==> config.mk <==
export PLATFORM = sky130hd
export DESIGN_NAME = otlsu_queue
export DESIGN_NICKNAME = d
export VERILOG_FILES = /design/src/hw/rtl/oblique_tree_leaf_search_unit_defines.svh /design/src/hw/rtl/otlsu_pkg.sv /design/src/hw/rtl/otlsu_queue.sv
export SDC_FILE = /design/constraint.sdc
export NUM_CORES = 1
export LEC_CHECK = 0
export BUFFER_PORTS_ARGS = -buffer_cell sky130_fd_sc_hd__buf_2
export CAP_MARGIN = 20
export CORE_MARGIN = 4
export CORE_UTILIZATION = 37
export DETAILED_ROUTE_END_ITERATION = 8
export GPL_ROUTABILITY_DRIVEN = 0
export GPL_TIMING_DRIVEN = 0
export MAX_ROUTING_LAYER = met4
export PLACE_DENSITY_LB_ADDON = 0.2
export REMOVE_ABC_BUFFERS = 1
export SYNTH_ARGS = -nofsm -noshare
export SYNTH_HDL_FRONTEND = slang
export SYNTH_SLANG_ARGS = --single-unit
==> constraint.sdc <==
create_clock -name i_clk -period 18.88 [get_ports i_clk]
set_clock_uncertainty 0.1 [all_clocks]
set_input_delay 0.944 -clock i_clk [delete_from_list [all_inputs] [get_ports i_clk]]
set_output_delay 0.944 -clock i_clk [all_outputs]
set_load 0.02 [all_outputs]
==> src/hw/rtl/oblique_tree_leaf_search_unit_defines.svh <==
// ----------------------------------------------------------------------------
// oblique_tree_leaf_search_unit_defines
// Assertion helpers for the oblique tree leaf search unit.
// ----------------------------------------------------------------------------
`ifndef OBLIQUE_TREE_LEAF_SEARCH_UNIT_DEFINES_SVH
`define OBLIQUE_TREE_LEAF_SEARCH_UNIT_DEFINES_SVH

// Same-cycle implication, disabled while reset is asserted.
`define OTLSU_ASSERT_NOW(lbl, ante, cons, msg) \
    lbl: assert property (@(posedge i_clk) disable iff (!i_rst_n) (ante) |-> (cons)) \
        else $error(msg);

// Next-cycle implication, disabled while reset is asserted.
`define OTLSU_ASSERT_NEXT(lbl, ante, cons, msg) \
    lbl: assert property (@(posedge i_clk) disable iff (!i_rst_n) (ante) |=> (cons)) \
        else $error(msg);

`endif

==> src/hw/rtl/otlsu_pkg.sv <==
// ----------------------------------------------------------------------------
// otlsu_pkg
// Shared types and constants of the oblique tree leaf search unit.
// ----------------------------------------------------------------------------
package otlsu_pkg;

    localparam int ID_W    = 10;  // node index and link width
    localparam int POS_W   = 6;   // coefficient / feature position, up to 64
    localparam int CADDR_W = 16;  // flat coefficient address, up to 1024 x 64
    localparam int LIM_W   = 17;  // compare width against node count limit
    localparam int ACC_W   = 71;  // exact sum of up to 64 Q32.32 products

    typedef enum logic [1:0] {
        OP_COEF = 2'd0,
        OP_THR  = 2'd1,
        OP_LINK = 2'd2,
        OP_FEAT = 2'd3
    } t_op;

    typedef enum logic [1:0] {
        S_IDLE,
        S_MAC,
        S_DRAIN,
        S_DECIDE
    } t_state;

    typedef struct packed {
        t_op                op;
        logic               wr;     // write takes effect
        logic               walk;   // start a tree walk after this beat
        logic [ID_W-1:0]    node;
        logic [POS_W-1:0]   pos;
        logic [CADDR_W-1:0] caddr;
        logic [63:0]        data;   // coefficient, feature or threshold
        logic [ID_W-1:0]    left;
        logic [ID_W-1:0]    right;
    } t_cmd;

endpackage

==> src/hw/rtl/otlsu_queue.sv <==
// ----------------------------------------------------------------------------
// otlsu_queue
// Two-entry command queue between front and back.
// ----------------------------------------------------------------------------
module otlsu_queue
    import otlsu_pkg::*;
(
    input  logic i_clk,
    input  logic i_rst_n,
    input  logic i_push,
    input  t_cmd i_cmd,
    input  logic i_pop,
    output logic o_full,
    output logic o_empty,
    output t_cmd o_cmd
);

    t_cmd       r_mem [2];
    logic       r_wptr, n_wptr;
    logic       r_rptr, n_rptr;
    logic [1:0] r_cnt,  n_cnt;
    logic       do_push, do_pop;

    assign o_full  = r_cnt == 2'd2;
    assign o_empty = r_cnt == 2'd0;
    assign o_cmd   = r_mem[r_rptr];
    assign do_push = i_push && !o_full;
    assign do_pop  = i_pop && !o_empty;

    always_comb begin
        n_wptr = do_push ? !r_wptr : r_wptr;
        n_rptr = do_pop ? !r_rptr : r_rptr;
        n_cnt  = r_cnt + {1'b0, do_push} - {1'b0, do_pop};
    end

    always_ff @(posedge i_clk) begin
        if (!i_rst_n) begin
            r_wptr <= 1'b0;
            r_rptr <= 1'b0;
            r_cnt  <= 2'd0;
        end else begin
            r_wptr <= n_wptr;
            r_rptr <= n_rptr;
            r_cnt  <= n_cnt;
        end
    end

    always_ff @(posedge i_clk) begin
        if (do_push) begin
            r_mem[r_wptr] <= i_cmd;
        end
    end

endmodule

==> impl_metrics.tcl <==
set metrics [dict create \
    vias 4514 \
    htree_levels 1 \
    fill_cells 2046 \
    critPathLaunchType "flip-flop" \
    drtIter0Drc 219 \
    setup_tns_ns 0 \
    cts_max_path_buffers 3 \
    drc 0 \
    cp_max_fo 50 \
    grt_setup_unrepaired "false" \
    design_power_total_mw 1.67 \
    power_density_nw_per_um2 147 \
    maxCapViolCount 0 \
    slew_headroom_pct 48.9 \
    synth_seq_cells 245 \
    routed_wirelength_mm 17.7 \
    clkTransAtPathRegs_ns 0.06 \
    sw_frac_of_total_pct 30.2 \
    layout-drive-gt1-share_pct 59.8 \
    drt-vias-per-instance 4.49 \
    clk_latency_ns 0.51 \
    start_util_pct 37.8 \
    internal-power_mw 1.17 \
    ys_seq_area_share_pct 81.9 \
    post_cts_buffers 0 \
    die_w_um 163 \
    tightest_slew_ns 0.765 \
    tritoncts "yes" \
    grtUsageMet1_pct 15.0 \
    antenna_found_initial 3 \
    yosysUniqueCellTypes 17 \
    report.final.hold_viol_count 0 \
    wl_per_cell_um 17.6 \
    ios 246 \
    hold_path.class "reg2reg" \
    fin_crit_sh_pct 16.5 \
    pwr-share-seq_pct 43.7 \
    combinationalPowerShare_pct 28.5 \
    globalRouteMet2Util_pct 21.3 \
    cts_made_buffers 26 \
    drt_first_pass_iters 4 \
    outcome "finished, final reports clean" \
    die_area_um2 26700 \
    mappedNetlistArea_um2 8930 \
    hpwlAfterDp_mm 12.0 \
    p_sw_mw 0.504 \
    syn_to_final_growth_pct 27.8 \
    worstSetupPathType "reg2out" \
    grt-busiest-layer "met2" \
    setup_viol 0 \
    root_buffer "clkbuf_16" \
    cts_sinks 245 \
    track_usage_pct 12.9 \
    ctsResizeCount 0 \
    coreArea_um2 23600 \
    grt_max_degree 51 \
    fp-row-count 56 \
    power_frac_clock_pct 27.8 \
    crit_path_end_kind "primary output" \
    port_buffers 245 \
    grt_pass1_wl_mm 26.3 \
    ant_nets 0 \
    ir_worst_vdd_mv 0.0876 \
    nNetsFinal 794 \
    ys_warn_count 0 \
    overflow 0 \
    syn_area_per_cell_um2 22.3 \
    max_clock_freq_mhz 321 \
    netlist_instances 400 \
    cp.required_ns 17.84 \
    hold_buffers 0 \
    die_y_um 163 \
    use_met3_pct 4.64 \
    leakage_nw 4.22 \
    worstPathArrival_ns 2.07 \
    slew_viol_final 0 \
    grt_pass1_vias 4935 \
    period_minus_slack_ns 3.11 \
]
-- path summary, 6_finish.rpt --
path                                      to       from  cells past startpoint  slack, ns
worst max-delay path               o_cmd[10]  flip-flop                      3      15.77
worst min-delay path               flip-flop     r_rptr                      2       0.42
worst max register to register  r_mem[0][39]   r_cnt[0]                      5      16.61
worst min register to register     flip-flop     r_rptr                      2       0.42
-- placed cells by master, fill, tap and decap left out, drive strengths merged --
| master | n |
|---|---|
| diode | 3 |
| mux2 | 120 |
| xnor2 | 1 |
| mux2i | 1 |
| nand2b | 2 |
| edfxtp | 240 |
| o21a | 1 |
| bufinv | 1 |
| nand2 | 2 |
| clkinv | 9 |
| inv | 3 |
| dfxtp | 5 |
| nor3 | 1 |
| ha | 2 |
| clkinvlp | 2 |
| and2 | 2 |
| clkbuf | 32 |
| buf | 253 |
| nor2 | 5 |
| and3 | 1 |
| xor2 | 1 |
-- cell families after synthesis --
family | Yosys count | share of synthesized area, %
AOI/OAI and AO/OA | 1 | 0.0841
xor gates and xnor gates | 2 | 0.196
adders and majority gates | 2 | 0.280
buffers and inverters | 16 | 1.63
DFF | 245 | 81.9
muxes | 121 | 15.3
and+or+nand+nor | 13 | 0.701
-- sequential cells by signal, indices dropped and copies added (netlist names), named ones only --
register  count
r_cnt         2
r_mem       240
r_rptr        1
r_wptr        1
-- per-stage QoR --
stage	util, %	std cells	hold WS (ns)	setup WS, ns	area (µm²)
after floorplan	-	387	0.355	12.15	8790
after global placement	44.1	951	0.365	9.36	10400
after detailed placement	45.0	959	0.405	16.07	10600
after CTS	48.3	1003	0.427	15.71	11400
after global routing	48.3	1006	0.461	15.65	11400
final	48.3	1006	0.423	15.77	11400
-- cell type report --
| class | count | area [µm²] | share of cell area, % |
|---|---|---|---|
| Tap cell | 319 | 399 | 3.50 |
| Clock buffer | 32 | 694 | 6.09 |
| Sequential cell | 245 | 7310 | 64.1 |
| Antenna cell | 3 | 7.51 | 0.0658 |
| Timing Repair Buffer | 253 | 1410 | 12.4 |
| Multi-Input combinational cell | 139 | 1490 | 13.0 |
| Clock inverter | 12 | 86.3 | 0.757 |
| Inverter | 3 | 11.3 | 0.0987 |
-- synthesized netlist by cell type --
master,count,area [µm²]
edfxtp_1,240,7210
mux2_2,120,1350
buf_6,11,124
dfxtp_1,5,100
nor2_1,5,18.8
inv_1,3,11.3
and2_1,2,12.5
buf_2,2,10.0
ha_1,2,25.0
nand2_1,2,7.51
nand2b_1,2,12.5
and3_1,1,6.26
mux2i_1,1,10.0
nor3_1,1,5.00
o21a_1,1,7.51
xnor2_1,1,8.76
xor2_1,1,8.76
-- layer usage --
layer / share of wire, % / wire length, µm / vias up
li1: - / - / 2124
met2: 48 / 8550 / 182
met1: 39 / 6980 / 2172
met5: 0 / 0 / -
met4: 3.0 / 530 / 0
met3: 9.3 / 1640 / 36
-- power by group through the flow --
| stage | Sequential, mW | Clock (mW) | Combinational, mW |
|---|---|---|---|
| 2_1_floorplan | 0.765 | 0 | 0.298 |
| 3_3_place_gp | 0.790 | 0 | 0.451 |
| 3_5_place_dp | 0.743 | 0 | 0.485 |
| 4_1_cts | 0.732 | 0.482 | 0.488 |
| 5_1_grt | 0.738 | 0.503 | 0.510 |
| 6_report | 0.730 | 0.464 | 0.476 |
-- critical path, cell delays in order (launching register included) --
cell     delay [ns]
dfxtp_4        0.65
buf_16         0.30
mux2_2         0.39
buf_2          0.16
No activity file was read; power rests on OpenSTA's default activity.
