[config.mk]
export PLATFORM = sky130hd
export DESIGN_NAME = otlsu_front
export DESIGN_NICKNAME = d
export VERILOG_FILES = /design/src/hw/rtl/oblique_tree_leaf_search_unit_defines.svh /design/src/hw/rtl/otlsu_pkg.sv /design/src/hw/rtl/otlsu_front.sv
export SDC_FILE = /design/constraint.sdc
export NUM_CORES = 1
export LEC_CHECK = 0
export BUFFER_PORTS_ARGS = -buffer_cell sky130_fd_sc_hd__buf_2
export CORE_AREA = 2 2 112 114
export DETAILED_ROUTE_END_ITERATION = 7
export DIE_AREA = 0 0 114 116
export MAX_ROUTING_LAYER = met4
export SYNTH_ARGS = -nofsm -noshare
export SYNTH_HDL_FRONTEND = slang
export SYNTH_SLANG_ARGS = --single-unit
[constraint.sdc]
create_clock -name vclk -period 5.1
set_clock_uncertainty 0.05 [all_clocks]
set_input_delay 0.255 -clock vclk [all_inputs]
set_output_delay 0.255 -clock vclk [all_outputs]
set_load 0.005 [all_outputs]
[src/hw/rtl/oblique_tree_leaf_search_unit_defines.svh]
// ----------------------------------------------------------------------------
// oblique_tree_leaf_search_unit_defines
// Assertion helpers for the oblique tree leaf search unit.
// ----------------------------------------------------------------------------
`ifndef OBLIQUE_TREE_LEAF_SEARCH_UNIT_DEFINES_SVH
`define OBLIQUE_TREE_LEAF_SEARCH_UNIT_DEFINES_SVH

// Same-cycle implication, disabled while reset is asserted.
`define OTLSU_ASSERT_NOW(lbl, ante, cons, msg) \
    lbl: assert property (@(posedge i_clk) disable iff (!i_rst_n) (ante) |-> (cons)) \
        else $error(msg);

// Next-cycle implication, disabled while reset is asserted.
`define OTLSU_ASSERT_NEXT(lbl, ante, cons, msg) \
    lbl: assert property (@(posedge i_clk) disable iff (!i_rst_n) (ante) |=> (cons)) \
        else $error(msg);

`endif

[src/hw/rtl/otlsu_pkg.sv]
// ----------------------------------------------------------------------------
// otlsu_pkg
// Shared types and constants of the oblique tree leaf search unit.
// ----------------------------------------------------------------------------
package otlsu_pkg;

    localparam int ID_W    = 10;  // node index and link width
    localparam int POS_W   = 6;   // coefficient / feature position, up to 64
    localparam int CADDR_W = 16;  // flat coefficient address, up to 1024 x 64
    localparam int LIM_W   = 17;  // compare width against node count limit
    localparam int ACC_W   = 71;  // exact sum of up to 64 Q32.32 products

    typedef enum logic [1:0] {
        OP_COEF = 2'd0,
        OP_THR  = 2'd1,
        OP_LINK = 2'd2,
        OP_FEAT = 2'd3
    } t_op;

    typedef enum logic [1:0] {
        S_IDLE,
        S_MAC,
        S_DRAIN,
        S_DECIDE
    } t_state;

    typedef struct packed {
        t_op                op;
        logic               wr;     // write takes effect
        logic               walk;   // start a tree walk after this beat
        logic [ID_W-1:0]    node;
        logic [POS_W-1:0]   pos;
        logic [CADDR_W-1:0] caddr;
        logic [63:0]        data;   // coefficient, feature or threshold
        logic [ID_W-1:0]    left;
        logic [ID_W-1:0]    right;
    } t_cmd;

endpackage

[src/hw/rtl/otlsu_front.sv]
// ----------------------------------------------------------------------------
// otlsu_front
// Accepts input beats, range-checks them and builds a queue command.
// ----------------------------------------------------------------------------
module otlsu_front
    import otlsu_pkg::*;
#(
    parameter int NODE_COUNT    = 1024,
    parameter int FEATURE_COUNT = 18
) (
    input  logic                i_start,
    input  logic                i_full,
    input  logic [1:0]          i_func,
    input  logic [ID_W-1:0]     i_node_index,
    input  logic [4:0]          i_position,
    input  logic signed [31:0]  i_coef_value,
    input  logic signed [63:0]  i_threshold_value,
    input  logic [ID_W-1:0]     i_left_child,
    input  logic [ID_W-1:0]     i_right_child,
    input  logic signed [31:0]  i_feature_value,
    input  logic                i_query_last,
    output logic                o_push,
    output t_cmd                o_cmd
);

    logic node_ok;
    logic pos_ok;
    t_op  op;

    assign op      = t_op'(i_func);
    assign node_ok = {{(LIM_W-ID_W){1'b0}}, i_node_index} < LIM_W'(NODE_COUNT);
    assign pos_ok  = {{(LIM_W-5){1'b0}}, i_position} < LIM_W'(FEATURE_COUNT);
    assign o_push  = i_start && !i_full;

    always_comb begin
        o_cmd       = '0;
        o_cmd.op    = op;
        o_cmd.node  = i_node_index;
        o_cmd.pos   = {1'b0, i_position};
        o_cmd.caddr = CADDR_W'(CADDR_W'(i_node_index) * CADDR_W'(FEATURE_COUNT))
                      + CADDR_W'(i_position);
        o_cmd.left  = i_left_child;
        o_cmd.right = i_right_child;
        unique case (op)
            OP_COEF: begin
                o_cmd.wr   = node_ok && pos_ok;
                o_cmd.data = {{32{i_coef_value[31]}}, i_coef_value};
            end
            OP_THR: begin
                o_cmd.wr   = node_ok;
                o_cmd.data = i_threshold_value;
            end
            OP_LINK: begin
                o_cmd.wr = node_ok;
            end
            OP_FEAT: begin
                o_cmd.wr   = pos_ok;
                o_cmd.walk = i_query_last;
                o_cmd.data = {{32{i_feature_value[31]}}, i_feature_value};
            end
            default: o_cmd.wr = 1'b0;
        endcase
    end

endmodule

==> impl_metrics.tcl, run 1 <==
set metrics [dict create \
    intPower_uw 166 \
    post_cts_buffers 0 \
    synthToLayoutAreaGrowth_pct 54.1 \
    postCtsResizedCells 0 \
    finalHoldViolCount 0 \
    fp.dieH_um 116 \
    totalWireLength_um 8500 \
    post_drt_wl_per_cell_um 13.5 \
    synth_top_area_share_pct 15.8 \
    grt_antenna_before_repair 0 \
    instances_no_fill 628 \
    ios 289 \
    place.gp.congestion 0.816 \
    die_area_um2 13200 \
    slew_headroom_pct 55.6 \
    track_usage_pct 11.6 \
    grt_pass1_vias 2567 \
    worstHoldPathCells 0 \
    max_slew.worst_pin.slew_ns 0.665 \
    synth_cell_types 41 \
    postSynthAreaPerCell_um2 6.63 \
    yosysMostFrequentCell "buf_4" \
    dp.cells 628 \
    rsz0062_at_grt "false" \
    critPathKind "in -> out" \
    yosysTopAreaCell "a222oi_1" \
    grt_pass1_wl_um 12300 \
    ys_warn_count 0 \
    final.period_utilization_pct 63.5 \
    cts_hold_buf 0 \
    hp-class "in -> out" \
    ys_seq_area_share_pct 0 \
    via_per_inst 4.60 \
    ant_nets 0 \
    drt_first_iter_violations 174 \
    clockPowerShare_pct 0 \
    synth_cells 296 \
    row_count 40 \
    hpwlAfterDp_um 6840 \
    register_area_um2 0 \
    io_buffers 244 \
    start_util_pct 16.5 \
    p_leak_nw 1.69 \
    nClkBuffers 0 \
    p_switching_uw 172 \
    seq_cell_count 0 \
    diodes 0 \
    worst_ep_arrival_time_ns 2.93 \
    seqPwrFrac_pct 0 \
    drc 0 \
    fillers 1331 \
    setup_viol 0 \
    setup_tns_ns 0 \
    power_density_nw_per_um2 112 \
    core_um2 11900 \
    crit_fanout 4 \
    ir_drop_mv 0.0611 \
    synth_top_cells_by_area "a222oi_1, buf_4, ha_1" \
    ys_top_cells_by_count "buf_4, a21oi_1, nand2_1, nor2_1, a222oi_1" \
    outcome "complete, no violations" \
    endpoint_kind "primary output" \
    critPathRequiredTime_ns 4.80 \
    num_vias 2887 \
    cap_violations 0 \
    finalPower_uw 339 \
    synthesis.area_um2 1960 \
    die_width_um 114 \
    grt_start_max_net_pins 65 \
    layout-drive-gt1-share_pct 54.1 \
    clock.fmax_mhz 309 \
    final_nets 675 \
    pwr-share-comb_pct 100.0 \
    setup.worst_path.start_class "primary input" \
    drt_pass1_iterations 8 \
    swShare_pct 50.9 \
    overflow 0 \
    final_max_slew_viol_count 0 \
    min_period_ns 3.24 \
]
==> per-stage QoR <==
| step | hold slack (ns) | cell area (um2) | util [%] | worst slack (ns) |
|---|---|---|---|---|
| after global routing | 0.460 | 3030 | 25.4 | 1.69 |
| after detailed placement | 0.460 | 3030 | 25.4 | 1.87 |
| after floorplan | 0.490 | 1970 | - | 2.24 |
| after CTS | 0.460 | 3030 | 25.4 | 1.86 |
| after global placement | 0.460 | 3030 | 25.4 | 1.89 |
| final | 0.460 | 3030 | 25.4 | 1.86 |
==> cell usage in the layout (no fill, tap or decap), types with 3 or more instances in the layout <==
cell type / Yosys / layout
a21oi_1: 38 / 38
nor2_1: 35 / 35
nor2b_1: 3 / 3
ha_1: 22 / 20
inv_1: 14 / 14
xor2_1: 6 / 6
nand2_1: 37 / 37
buf_4: 40 / 5
a222oi_1: 31 / 31
xnor2_1: 9 / 9
buf_2: 0 / 244
==> routing by layer <==
| layer | track usage, % | routed length, um |
|---|---|---|
| met1 | 14.0 | 3510 |
| met3 | 1.57 | 879 |
| met5 | - | 0 |
| met2 | 21.7 | 4110 |
| met4 | 0.244 | 0 |
==> final timing paths <==
kind / startpoint / to / slack (ns)
worst min-delay path: i_right_child[1] / o_cmd[1] / 0.46
worst max-delay path: i_node_index[1] / o_cmd[98] / 1.86
==> logic make-up (layout without fill, tap and decap cells) <==
group,count (synthesis),count (layout),share of synthesized area [%]
AOI/OAI and AO/OA,90,90,34.2
xor gates and xnor gates,15,15,6.69
other,1,2,0.191
and+or+nand+nor,87,87,20.1
adders and majority gates,24,24,16.1
buffers and inverters,79,263,22.8
==> critical path: stages <==
cell and delay [ns]:
buf_2 0.12, ha_1 0.28, ha_1 0.18, inv_1 0.06, fa_1 0.41, xor2_1 0.20
or3b_4 0.40, nor3_4 0.21, nand3_2 0.11, or3_4 0.37, o32ai_2 0.19, buf_2 0.15
==> power groups by stage <==
| stage | clock network, mW | registers [mW] | logic, mW |
|---|---|---|---|
| 2_1_floorplan | 0 | 0 | 0.198 |
| 3_3_place_gp | 0 | 0 | 0.341 |
| 3_5_place_dp | 0 | 0 | 0.338 |
| 4_1_cts | 0 | 0 | 0.340 |
| 5_1_grt | 0 | 0 | 0.375 |
| 6_report | 0 | 0 | 0.339 |
==> area by class of cell <==
cell class	instances	area, um2	share of cell area, %
inverter	14	52.6	1.74
multi-input combinational	218	1530	50.6
tap	147	184	6.08
timing repair buffer	249	1260	41.6
Note: power is estimated with default switching activity, not from simulation.
==> run 2, diff against run 1 <==
ABC_AREA = 1   (was not set)
CORE_AREA = 2 2 111 113   (was 2 2 112 114)
DIE_AREA = 0 0 113 115   (was 0 0 114 116)
clock period = 2.7 ns   (was 5.1 ns; I/O delays follow)
==> run 2 against run 1 <==
Largest power group unchanged; combinational power increased by 130%; design area up 28%; via count increased by 34%; highest routed layer is now met4; power grew 130%; flip-flop and latch count unchanged; synthesized cell count up 91%; the flow now finishes with violations (design-rule violations); wire length is 23% higher.
==> impl_metrics.tcl, run 2 <==
set metrics [dict create \
    outcome "finished, violations left" \
    violations "design-rule violations" \
    crit_path_cell_trace "buf_2 > ha_1 > ha_1 > inv_1 > fa_1 > inv_1 > nand2_2 > nand2_1 > nand4_1 > nand2_1 > nand2_1 > nand2_1 > inv_1 > nor2_1 > nand2_1 > nand2_1 > buf_2" \
    num_vias 3872 \
    grt_pass1_vias 3449 \
    cts_hold_buf 0 \
    post_cts_buffers 0 \
    min_period_ns 2.34 \
    die_area_um2 13000 \
    endpoint_kind "primary output" \
    worst_ep_arrival_time_ns 2.16 \
    final.period_utilization_pct 86.8 \
    layout_common_cells "buf_2, nand2_1, inv_1" \
    grt_busiest_layer "met2" \
    critPathBufInv 5 \
    setup_viol 0 \
    layout-drive-gt1-share_pct 37.1 \
    die_width_um 113 \
    setup_tns_ns 0 \
    cp_slowest_cell "fa_1" \
    postCtsResizedCells 0 \
    ant_nets 0 \
    power_density_nw_per_um2 202 \
    grt_antenna_before_repair 1 \
    p_leak_nw 2.81 \
    ir_drop_mv 0.112 \
    synth_top_cells_by_area "nand2_1, nand3_1, inv_1" \
    synthesis.area_um2 2780 \
    hp-class "in -> out" \
    final_common_cell "buf_2" \
    yosysTopAreaCell "nand2_1" \
    cp_common_cell "nand2_1" \
    totalWireLength_um 10400 \
    crit_fanout 4 \
    drt_first_iter_violations 244 \
    ios 289 \
    gr-usage-met1_pct 17.6 \
    fillers 1367 \
    cp_top_family "adder cells" \
    final_max_slew_viol_count 0 \
    post_drt_wl_per_cell_um 11.6 \
    nClkBuffers 0 \
    track_usage_pct 15.3 \
    worstHoldPathCells 0 \
    fp.dieH_um 115 \
    seq_cell_count 0 \
    ys_seq_area_share_pct 0 \
    cp.depth 17 \
    synthToLayoutAreaGrowth_pct 39.0 \
    grt_start_max_net_pins 61 \
    ys_top_cells_by_count "nand2_1, inv_1, nand3_1, buf_4, ha_1" \
    setup.worst_path.start_class "primary input" \
    finalHoldViolCount 0 \
    via_per_inst 4.31 \
    met3_usage_pct 2.90 \
    drc 20 \
    row_count 40 \
    pre_cts_ws_ns 0.348 \
    drt_pass1_iterations 6 \
    instances_no_fill 898 \
    synth_cell_types 32 \
    io_buffers 244 \
    critPathKind "in -> out" \
    register_area_um2 0 \
    synth_top_area_share_pct 31.9 \
    cap_violations 0 \
    core_um2 11800 \
    grt_pass1_wl_um 16300 \
    place.gp.congestion 0.820 \
    ys_warn_count 0 \
    critPathRequiredTime_ns 2.52 \
    yosysMostFrequentCell "nand2_1" \
    start_util_pct 23.5 \
    max_stage_delay_ns 0.40 \
    overflow 0 \
    hpwlAfterDp_um 8480 \
    final_nets 944 \
    postSynthAreaPerCell_um2 4.92 \
    synth_cells 565 \
    setup_ws_ns 0.356 \
    clock.fmax_mhz 427 \
    grtUsageMet2_pct 28.6 \
    rsz0062_at_grt "false" \
    dp.cells 897 \
]
[run 2: changes by cell type after synthesis, moves of 25 or more]
cell      change
a21oi_1      -33
nand3_1      +82
a222oi_1     -31
inv_1        +84
nor2_1       -25
nand2_1     +199
[run 2: power by group]
group / total, mW / internal (mW) / leakage, nW / switching [mW]
sequential: 0 / 0 / 0 / 0
clock: 0.0000000496 / 0.0000000496 / 0.00000634 / 0
combinational: 0.779 / 0.342 / 2.81 / 0.437
total: 0.779 / 0.342 / 2.81 / 0.437
[run 2: kinds of logic after synthesis]
| logic type | after synthesis | synth area share (%) |
|---|---|---|
| AOI/OAI and AO/OA | 13 | 3.38 |
| xor gates and xnor gates | 6 | 1.89 |
| adders and majority gates | 24 | 11.3 |
| buffers and inverters | 169 | 28.3 |
| other | 1 | 0.135 |
| and+or+nand+nor | 352 | 54.9 |
[run 2: routing by layer]
metal  vias up  wire length [um]
met5         -                 0
met4         0                97
met3         8              1020
met2       176              5180
met1      1656              4140
li1       2032                 -
[run 2: area by class of cell]
cell class / instances / area (um2) / share of cell area (%)
Timing Repair Buffer: 250 / 1290 / 33.4
Inverter: 103 / 388 / 10.0
Multi-Input combinational cell: 397 / 2000 / 51.7
Antenna cell: 1 / 2.50 / 0.0648
Tap cell: 147 / 184 / 4.76
[run 2: worst paths after layout]
path | from | endpoint
min | i_left_child[8] | o_cmd[18]
max | i_node_index[1] | o_cmd[98]
[run 2: stage by stage]
step,total power [mW],utilization (%),area [um2],hold WS [ns]
after global placement,0.787,32.7,3860,0.220
after global routing,0.890,32.7,3860,0.220
final,0.779,32.7,3860,0.220
after detailed placement,0.786,32.7,3860,0.220
after floorplan,0.489,-,2780,0.251
after CTS,0.792,32.7,3860,0.220
==> run 3, diff against run 2 <==
==> constraint.sdc (replaced) <==
create_clock -name vclk -period 2.7
set_clock_uncertainty 0.05 [all_clocks]
set_input_delay 0.27 -clock vclk [all_inputs]
set_output_delay 0.27 -clock vclk [all_outputs]
set_load 0.005 [all_outputs]
==> run 3 against run 2 <==
The run still ends with design-rule violations left; largest cell class unchanged; flip-flop and latch count did not move; fmax is 7.2% lower; hold slack improved by 0.27 ns; sequential share of layout area stayed put; design area rose by 0.71%; non-clock buffer count is 3 higher; power grew 0.97%; core utilization up 0.23 points; first-iteration DRC count is 9.0% lower; cell count up 0.22%; largest power group unchanged.
==> impl_metrics.tcl, run 3 (synthesis gave the netlist of run 2 again) <==
set metrics [dict create \
    clock.fmax_mhz 396 \
    final_common_cell "buf_2" \
    grt_pass1_wl_um 16000 \
    final_max_slew_viol_count 0 \
    die_width_um 113 \
    critPathKind "in -> out" \
    layout_common_cells "buf_2, nand2_1, inv_1" \
    intPower_uw 348 \
    totalWireLength_um 10400 \
    pwr-share-comb_pct 100.0 \
    worstHoldPathCells 0 \
    fillers 1380 \
    power_density_nw_per_um2 202 \
    core_um2 11800 \
    ir_drop_mv 0.107 \
    max_stage_delay_ns 0.36 \
    outcome "finished, violations left" \
    setup_ws_ns 0.174 \
    cp_slowest_cell "fa_2" \
    layout-drive-gt1-share_pct 37.8 \
    ant_nets 0 \
    ios 289 \
    place.gp.congestion 0.829 \
    drt_first_iter_violations 222 \
    worst_ep_arrival_time_ns 2.21 \
    clockPowerShare_pct 0 \
    track_usage_pct 15.0 \
    row_count 40 \
    crit_path_cell_trace "buf_2 > ha_1 > ha_2 > inv_1 > fa_2 > inv_2 > nand3_1 > nand3_1 > nand2_2 > inv_1 > nand2_1 > nor2_2 > nand3_1 > nand2_1 > nand2_1 > buf_2" \
    io_buffers 244 \
    finalPower_uw 787 \
    p_leak_nw 2.82 \
    cp-startpoint "i_node_index[1]" \
    hpwlAfterDp_um 8550 \
    grt_pass1_vias 3371 \
    setup.worst_path.start_class "primary input" \
    drc 18 \
    violations "design-rule violations" \
    seqPwrFrac_pct 0 \
    holdPathEnd "o_cmd[18]" \
    critPathRequiredTime_ns 2.38 \
    fp.dieH_um 115 \
    pre_cts_ws_ns 0.0475 \
    endpoint_kind "primary output" \
    swShare_pct 55.7 \
    p_switching_uw 439 \
    diodes 0 \
    nClkBuffers 0 \
    final.period_utilization_pct 93.6 \
    final_nets 947 \
    min_period_ns 2.53 \
    seq_cell_count 0 \
    synthToLayoutAreaGrowth_pct 40.0 \
    finalHoldViolCount 0 \
    register_area_um2 0 \
    setup_viol 0 \
    start_util_pct 23.5 \
    cap_violations 0 \
    grt_start_max_net_pins 61 \
    grt_antenna_before_repair 0 \
    via_per_inst 4.29 \
    overflow 0 \
    num_vias 3862 \
    hp-start "i_left_child[8]" \
    setup_tns_ns 0 \
    rsz0062_at_grt "false" \
    hp-class "in -> out" \
    die_area_um2 13000 \
    cts_hold_buf 0 \
    drt_pass1_iterations 8 \
    crit_fanout 4 \
    post_drt_wl_per_cell_um 11.6 \
]
==> run 3: metrics by stage <==
step	util (%)	instance area [um2]	hold slack [ns]	std cells
after global routing	32.9	3890	0.490	900
after global placement	32.9	3880	0.490	900
final	32.9	3890	0.490	900
after CTS	32.9	3880	0.490	900
after floorplan	-	2780	0.521	566
after detailed placement	32.9	3880	0.490	900
==> run 3: worst max-delay path: cells and delay by family <==
family	cells	cell delay (ns)
AND/OR/NAND/NOR	8	0.62
adder cells (fa/ha/maj)	3	0.84
buffers and inverters	5	0.46
==> run 3: layer usage <==
metal | part of all wire, % | track usage, % | vias to the layer above
met5 | 0 | - | -
met4 | 0.62 | 0.894 | 0
met3 | 10 | 3.06 | 6
met2 | 50 | 28.3 | 182
met1 | 40 | 17.1 | 1635
li1 | - | - | 2039
==> run 3: area by class of cell <==
type / count / area, um2 / area share [%]
inverters: 103 / 388 / 9.97
multi-input cells: 397 / 2010 / 51.5
well taps: 147 / 184 / 4.73
repair buffers: 253 / 1310 / 33.8
==> run 3: repair_timing <==
action / CTS / global route
setup buffers: 0 / 0
setup endpoints to repair: 0 / 6
endpoints found under the hold margin: 0 / 0
gates resized for setup: 0 / 4
==> run 3: power by group through the flow <==
| stage | registers [mW] | clock network, mW | logic, mW |
|---|---|---|---|
| 2_1_floorplan | 0 | 0 | 0.489 |
| 3_3_place_gp | 0 | 0 | 0.792 |
| 3_5_place_dp | 0 | 0 | 0.791 |
| 4_1_cts | 0 | 0 | 0.795 |
| 5_1_grt | 0 | 0 | 0.895 |
| 6_report | 0 | 0 | 0.787 |
==> run 3: worst max-delay path by stage <==
stage	end	slack, ns
2_1_floorplan	o_cmd[98]	0.49
3_3_place_gp	o_cmd[98]	0.09
3_5_place_dp	o_cmd[95]	0.05
4_1_cts	o_cmd[95]	0.05
5_1_grt	o_cmd[98]	0.0009
6_report	o_cmd[97]	0.17
